## config.mk

```make
export PLATFORM = sky130hd
export DESIGN_NAME = kcs_front
export DESIGN_NICKNAME = d
export VERILOG_FILES = /design/src/hw/rtl/kcs_pkg.sv /design/src/hw/rtl/kcs_front.sv
export SDC_FILE = /design/constraint.sdc
export NUM_CORES = 1
export LEC_CHECK = 0
export BUFFER_PORTS_ARGS = -buffer_cell sky130_fd_sc_hd__buf_2
export CORE_AREA = 2 2 255 257
export DETAILED_ROUTE_END_ITERATION = 6
export DIE_AREA = 0 0 257 259
export PLACE_DENSITY_LB_ADDON = 0.08
export REMOVE_ABC_BUFFERS = 1
export SYNTH_ARGS = -nofsm -noshare
export SYNTH_HDL_FRONTEND = slang
export SYNTH_SLANG_ARGS = --single-unit
```

## constraint.sdc

```tcl
create_clock -name clk -period 10.5 [get_ports clk]
set_input_delay 1.05 -clock clk [delete_from_list [all_inputs] [get_ports clk]]
set_output_delay 1.05 -clock clk [all_outputs]
set_load 0.02 [all_outputs]
```

## src/hw/rtl/kcs_pkg.sv

```systemverilog
// Shared constants, types and state codes for the keyframe curve sampler.
`timescale 1ns / 1ps
package kcs_pkg;
  localparam int MAX_KEYS = 64;
  localparam int KEY_W    = $clog2(MAX_KEYS);
  localparam int CNT_W    = $clog2(MAX_KEYS + 1);
  localparam int COEF_W   = 18;
  localparam int PROD_W   = 33 + COEF_W;
  localparam int ACC_W    = PROD_W + 3;

  localparam logic [1:0] MODE_CONST  = 2'd0;
  localparam logic [1:0] MODE_LINEAR = 2'd1;
  localparam logic [1:0] MODE_CUBIC  = 2'd2;

  localparam logic [1:0] REG_KEY_COUNT   = 2'd0;
  localparam logic [1:0] REG_INTERP_MODE = 2'd1;

  localparam logic FUNC_LOAD   = 1'b0;
  localparam logic FUNC_SAMPLE = 1'b1;

  typedef logic [2:0][31:0] vec3_t;

  typedef struct packed {
    logic        is_load;
    logic [5:0]  key_index;
    logic [31:0] time_point;
    vec3_t       value;
    vec3_t       in_tan;
    vec3_t       out_tan;
  } item_t;

  typedef enum logic [3:0] {
    S_IDLE, S_FIRST, S_LAST, S_SCAN, S_EDGE, S_DIV,
    S_RD0, S_RD1, S_BASIS, S_MUL, S_ACC, S_OUT
  } back_state_t;
endpackage

```

## src/hw/rtl/kcs_front.sv

```systemverilog
// Front end: accepts transactions, classifies them and queues them for the back end.
`timescale 1ns / 1ps
module kcs_front
  import kcs_pkg::*;
(
  input  logic         clk,
  input  logic         rst,
  input  logic         s_tvalid,
  output logic         s_tready,
  input  logic [327:0] s_tdata,
  input  logic         s_tuser,
  output logic         q_valid,
  output item_t        q_item,
  input  logic         q_pop
);
  item_t      entry [2];
  logic       wr_ptr, rd_ptr;
  logic [1:0] count;
  item_t      incoming;
  logic       push;

  always_comb begin
    incoming.is_load    = (s_tuser == FUNC_LOAD);
    incoming.key_index  = s_tdata[5:0];
    incoming.time_point = s_tdata[37:6];
    incoming.value      = {s_tdata[133:102], s_tdata[101:70], s_tdata[69:38]};
    incoming.in_tan     = {s_tdata[229:198], s_tdata[197:166], s_tdata[165:134]};
    incoming.out_tan    = {s_tdata[325:294], s_tdata[293:262], s_tdata[261:230]};
  end

  assign s_tready = (count != 2'd2);
  assign push     = s_tvalid && s_tready;
  assign q_valid  = (count != 2'd0);
  assign q_item   = entry[rd_ptr];

  always_ff @(posedge clk) begin
    if (push) begin
      entry[wr_ptr] <= incoming;
    end
  end

  always_ff @(posedge clk) begin
    if (rst) begin
      wr_ptr <= 1'b0;
      rd_ptr <= 1'b0;
      count  <= 2'd0;
    end else begin
      if (push) begin
        wr_ptr <= ~wr_ptr;
      end
      if (q_pop) begin
        rd_ptr <= ~rd_ptr;
      end
      count <= count + {1'b0, push} - {1'b0, q_pop};
    end
  end

  a_count_max: assert property (@(posedge clk) disable iff (rst) count != 2'd3)
    else $error("queue count out of range");
  a_pop_valid: assert property (@(posedge clk) disable iff (rst) q_pop |-> q_valid)
    else $error("pop from empty queue");
  a_full_hold: assert property (@(posedge clk) disable iff (rst)
    (count == 2'd2 && !q_pop) |=> count == 2'd2)
    else $error("full queue lost an entry");
endmodule

```

==> impl_metrics.env, run 1 <==
export IMPL_antenna_found_initial=25
export IMPL_syn_area_per_cell_um2=22.76
export IMPL_synth_area_top_cells="edfxtp_1 (82%), mux2_2 (14%), mux2_1 (0.95%)"
export IMPL_synthCells=1047
export IMPL_gp_congestion=0.7877
export IMPL_ant_nets=0
export IMPL_rsz0062_at_grt="no"
export IMPL_grt_max_degree=157
export IMPL_mostFrequentLayoutCell="buf_2"
export IMPL_yosys_register_bits=659
export IMPL_nets=2086
export IMPL_overflow=0
export IMPL_end_kind="output port"
export IMPL_yosysSeqAreaShare=0.8284
export IMPL_die_h_um=259
export IMPL_finalCritPeriodShare=0.4859
export IMPL_crit_fanout=153
export IMPL_syn2layout_area_growth_pct=27.02
export IMPL_drv_slew=0
export IMPL_p_int_mw=4.813
export IMPL_yosysTopAreaCell="edfxtp_1"
export IMPL_path_buf_inv=3
export IMPL_p_leak_nw=11.18
export IMPL_die_width_um=257
export IMPL_cts_buffer_depth=3
export IMPL_cts_root_buf="clkbuf_16"
export IMPL_fin_skew_ns=0.01420
export IMPL_period_needed_ns=5.102
export IMPL_grt_pass1_vias=12815
export IMPL_seq_power_share=0.499
export IMPL_syn_area_um2=23830
export IMPL_critPathSlowestCell="dfxtp_4"
export IMPL_io_buffers=659
export IMPL_firstDrtPassIters=4
export IMPL_dp_hpwl_um=40280
export IMPL_yosysUniqueCellTypes=24
export IMPL_ir_worst_vdd_uv=146.2
export IMPL_run_status="complete, no violations"
export IMPL_path_class="reg -> out"
export IMPL_setup_tns_ns=0
export IMPL_p_sw_frac=0.2511
export IMPL_wl_per_cell_um=22.17
export IMPL_tightest_slew_ns=1.193
export IMPL_start_util=0.3730
export IMPL_clock_sinks=659
export IMPL_timing_final_ws_setup_ns=5.398
export IMPL_path_cells="buf_4, buf_12, mux2_2, buf_2"
export IMPL_grt_total_usage=0.1704
export IMPL_arrival_ns=4.05
export IMPL_placed_area_um2=28100
export IMPL_rows=93
export IMPL_fmax_mhz=196.0
export IMPL_critical_path_top_delay_family="buffers and inverters"
export IMPL_total_power_mw=6.427
export IMPL_grt_pass1_wl_um=82910
export IMPL_final_area_um2=30260
export IMPL_numCtsBuffers=72
export IMPL_ys_warn_count=0
export IMPL_crit_required_ns=9.45
export IMPL_p_per_area_nw_per_um2=212.4
export IMPL_netlist_area_leader_share=0.8242
export IMPL_cts_resized=0
export IMPL_drc=0
export IMPL_die_area_um2=66560
export IMPL_holdWs_ns=0.5169
export IMPL_routed_wl_um=59200
export IMPL_maxCapViolCount=0
export IMPL_drive_gt1_frac=0.5946
export IMPL_combinationalPowerShare=0.143
export IMPL_ioPinCount=662
export IMPL_cts_setup_buffers=0
export IMPL_final_cell_mix="buf_2 (659), edfxtp_1 (654), mux2_2 (297), clkbuf_16 (75), clkinv_1 (22)"
export IMPL_cts_tree="built"
export IMPL_h_tree_depth=3
export IMPL_path_clk_slew_ns=0.06
export IMPL_vias_per_cell=4.675
export IMPL_coreArea_um2=63880
export IMPL_slowest_delay_ns=0.92
export IMPL_hp_class="reg -> reg"
export IMPL_ctsHoldBuffers=0
export IMPL_clock_latency_ns=0.59
export IMPL_power_share_clock=0.358
export IMPL_drt_iter0_drc=598
export IMPL_setup_violations=0
export IMPL_startpoint_type="flip-flop"
export IMPL_vias=12481
export IMPL_place_ws_ns=5.898
export IMPL_switchingPower_mw=1.614
export IMPL_finalHoldViolCount=0
export IMPL_maxSlewHeadroom=0.2050
cell type report:
| type | count | area (um^2) |
|---|---|---|
| well taps | 855 | 1070 |
| multi-input cells | 347 | 3869 |
| clock inverters | 38 | 198.9 |
| diodes | 12 | 30.03 |
| fillers | 5591 | 33620 |
| flip-flops and latches | 659 | 19740 |
| repair buffers | 667 | 3396 |
| inverters | 5 | 26.28 |
| clock buffers | 87 | 1932 |
cell usage after synthesis (all sizes together):
library cell	instances
edfxtp	654
mux2	327
buf	36
dfxtp	5
inv	5
nor2	3
nand4	2
xnor2	2
a2111oi	1
a21bo	1
a21boi	1
a21oi	1
and3	1
ha	1
nand2	1
nand2b	1
nand3b	1
nand4b	1
nor2b	1
or2	1
or4b	1
worst reg2reg max path, stage by stage (launching register included):
cell,delay (ns)
dfxtp_1,0.39
nand2b_1,0.22
nand3b_1,0.22
inv_8,0.57
buf_12,0.73
per-stage QoR:
stage | util | instances
after floorplan | - | 1011
after global placement | 0.4399 | 2533
after detailed placement | 0.4399 | 2533
after CTS | 0.4733 | 2658
after global routing | 0.4736 | 2666
final | 0.4737 | 2670
power groups by stage:
| stage | clock network, mW | logic (mW) | registers [mW] |
|---|---|---|---|
| floorplan | 0 | 0.569 | 3.35 |
| global placement | 0 | 0.939 | 3.26 |
| detailed placement | 0 | 0.938 | 3.27 |
| CTS | 2.38 | 0.942 | 3.21 |
| global route | 2.47 | 0.980 | 3.23 |
| finish | 2.30 | 0.919 | 3.21 |
layer usage:
layer	global-route usage	share of wire	vias up
li1	-	-	5625
met1	0.1843	0.36	6278
met2	0.2948	0.51	423
met3	0.07157	0.086	125
met4	0.06993	0.031	30
met5	0	0.0030	-
logic make-up (layout without fill, tap and decap cells):
logic type                 Yosys count  after routing  share of synthesized area
adders and majority gates            1              1                  0.0005250
and+or+nand+nor                     13             13                   0.003309
AOI/OAI and AO/OA                    4              4                   0.001470
buffers and inverters               41            797                   0.009400
DFF                                659            659                     0.8284
muxes                              327            327                     0.1561
xor gates and xnor gates             2              2                  0.0007353
other                                0             12                          0
state kept, by name, indices dropped and copies added, names as in the netlist, named ones only:
name	count
count	2
entry	654
rd_ptr	1
wr_ptr	1
final timing paths:
path,end,slack (ns),start,depth (start not counted)
worst max-delay path,q_item[140],5.40,flip-flop,4
worst min-delay path,flip-flop,0.52,rd_ptr$_SDFFE_PP0P_,2
worst max register to register,entry[0][321]$_DFFE_PP_,7.71,count[0]$_SDFF_PP0_,4
worst min register to register,flip-flop,0.52,rd_ptr$_SDFFE_PP0P_,2
(Power assumes the default switching activity.)
==> inputs of run 2 (changes only) <==
==> constraint.sdc (replaced) <==
create_clock -name clk -period 4.75 [get_ports clk]
set_input_delay 0.475 -clock clk [delete_from_list [all_inputs] [get_ports clk]]
set_output_delay 0.475 -clock clk [all_outputs]
set_load 0.02 [all_outputs]
==> impl_metrics.env, run 2 (synthesized netlist as in run 1, its figures left out) <==
export IMPL_total_power_mw=14.27
export IMPL_r2r_setup_slack_ns=2.34
export IMPL_p_leak_nw=11.25
export IMPL_arrival_ns=2.64
export IMPL_maxCapViolCount=0
export IMPL_seqCellArea_um2=19740
export IMPL_path_class="reg -> out"
export IMPL_finalHoldViolCount=0
export IMPL_drc=0
export IMPL_seq_power_share=0.497
export IMPL_antenna_found_initial=33
export IMPL_rows=93
export IMPL_fmax_mhz=321.5
export IMPL_period_needed_ns=3.111
export IMPL_largest_reg_flops=654
export IMPL_numCtsBuffers=72
export IMPL_die_area_um2=66560
export IMPL_grt_pass1_wl_um=85030
export IMPL_nets=2095
export IMPL_setup_tns_ns=0
export IMPL_drive_gt1_frac=0.5971
export IMPL_gp_congestion=0.7863
export IMPL_crit_fanout=55
export IMPL_crit_required_ns=4.28
export IMPL_drv_slew=0
export IMPL_rsz0062_at_grt="no"
export IMPL_run_status="complete, no violations"
export IMPL_p_per_area_nw_per_um2=468.8
export IMPL_cts_tree="built"
export IMPL_switchingPower_mw=3.591
export IMPL_ctsHoldBuffers=0
export IMPL_syn2layout_area_growth_pct=27.71
export IMPL_fin_skew_ns=0.01613
export IMPL_maxSlewHeadroom=0.3287
export IMPL_power_share_clock=0.358
export IMPL_final_cell_mix="buf_2 (659), edfxtp_1 (654), mux2_2 (297), clkbuf_16 (72), mux2_1 (20)"
export IMPL_h_tree_depth=3
export IMPL_hp_class="in -> reg"
export IMPL_drt_iter0_drc=574
export IMPL_die_h_um=259
export IMPL_coreArea_um2=63880
export IMPL_startpoint_type="flip-flop"
export IMPL_top_regs="entry (654), count (2)"
export IMPL_multi_input_area_um2=3869
export IMPL_overflow=0
export IMPL_combinationalPowerShare=0.145
export IMPL_top_register="entry"
export IMPL_r2r_start="count[0]$_SDFF_PP0_"
export IMPL_dp_hpwl_um=41760
export IMPL_cts_setup_buffers=0
export IMPL_setup_violations=0
export IMPL_vias_per_cell=4.675
export IMPL_r2r_cells=4
export IMPL_grt_total_usage=0.1748
export IMPL_p_int_mw=10.67
export IMPL_cts_resized=0
export IMPL_finalCritPeriodShare=0.6549
export IMPL_cts_buffer_depth=3
export IMPL_ioPinCount=662
export IMPL_start_util=0.3730
export IMPL_reg2reg_to="entry[0][273]$_DFFE_PP_"
export IMPL_p_sw_frac=0.2517
export IMPL_fillerInstances=5576
export IMPL_end_kind="output port"
export IMPL_vias=12525
export IMPL_tightest_slew_ns=1.007
export IMPL_grt_max_degree=103
export IMPL_firstDrtPassIters=4
export IMPL_clock_sinks=659
export IMPL_endpoint="q_item[10]"
export IMPL_clock_latency_ns=0.59
export IMPL_cts_root_buf="clkbuf_16"
export IMPL_routed_wl_um=60070
export IMPL_path_clk_slew_ns=0.06
export IMPL_io_buffers=659
export IMPL_grt_pass1_vias=13249
export IMPL_wl_per_cell_um=22.42
export IMPL_ir_worst_vdd_uv=313.2
export IMPL_mostFrequentLayoutCell="buf_2"
export IMPL_ant_nets=0
export IMPL_die_width_um=257
run 2: critical path, stage by stage, from the launching register on:
cell and delay, ns:
dfxtp_4 0.96, buf_4 0.48, mux2_2 0.41, buf_2 0.18
run 2: worst min-delay path by stage:
stage / from / endpoint / depth (start not counted)
floorplan: rd_ptr$_SDFFE_PP0P_ / flip-flop / 2
global placement: rd_ptr$_SDFFE_PP0P_ / flip-flop / 2
detailed placement: rd_ptr$_SDFFE_PP0P_ / flip-flop / 2
CTS: s_tdata[202] / entry[1][164]$_DFFE_PP_ / 1
global route: s_tdata[204] / entry[0][166]$_DFFE_PP_ / 1
finish: s_tdata[204] / entry[0][166]$_DFFE_PP_ / 1
run 2: metrics by stage:
step             util  area, um^2  worst slack, ns  hold WS, ns  cells
3_3_place_gp   0.4425       28270            2.163       0.4997   2542
5_1_grt        0.4763       30420            1.479      0.02815   2677
3_5_place_dp   0.4425       28270            2.156       0.5060   2542
2_1_floorplan       -       23620           -4.495       0.4799   1011
4_1_cts        0.4759       30400            1.513      0.01602   2667
6_report       0.4763       30430            1.639      0.06511   2679
run 2: final cells by class:
| class | instances | share of cell area |
|---|---|---|
| multi-input cells | 347 | 0.1271 |
| inverters | 5 | 0.0008635 |
| flip-flops and latches | 659 | 0.6488 |
| repair buffers | 676 | 0.1171 |
| clock inverters | 36 | 0.008635 |
| clock buffers | 89 | 0.06131 |
| diodes | 12 | 0.0009868 |
| well taps | 855 | 0.03516 |
run 2: power groups by stage:
stage | Combinational, mW | Clock, mW | Sequential (mW)
floorplan | 1.26 | 0 | 7.41
global placement | 2.10 | 0 | 7.19
detailed placement | 2.11 | 0 | 7.21
CTS | 2.12 | 5.29 | 7.09
global route | 2.21 | 5.50 | 7.13
finish | 2.07 | 5.11 | 7.09
run 2: metal layers:
metal / vias to the layer above / GRT usage / share of wire
met5: - / 0 / 0.0044
met4: 42 / 0.07574 / 0.029
met3: 132 / 0.08045 / 0.099
met2: 422 / 0.3039 / 0.52
met1: 6266 / 0.1812 / 0.35
li1: 5663 / - / -
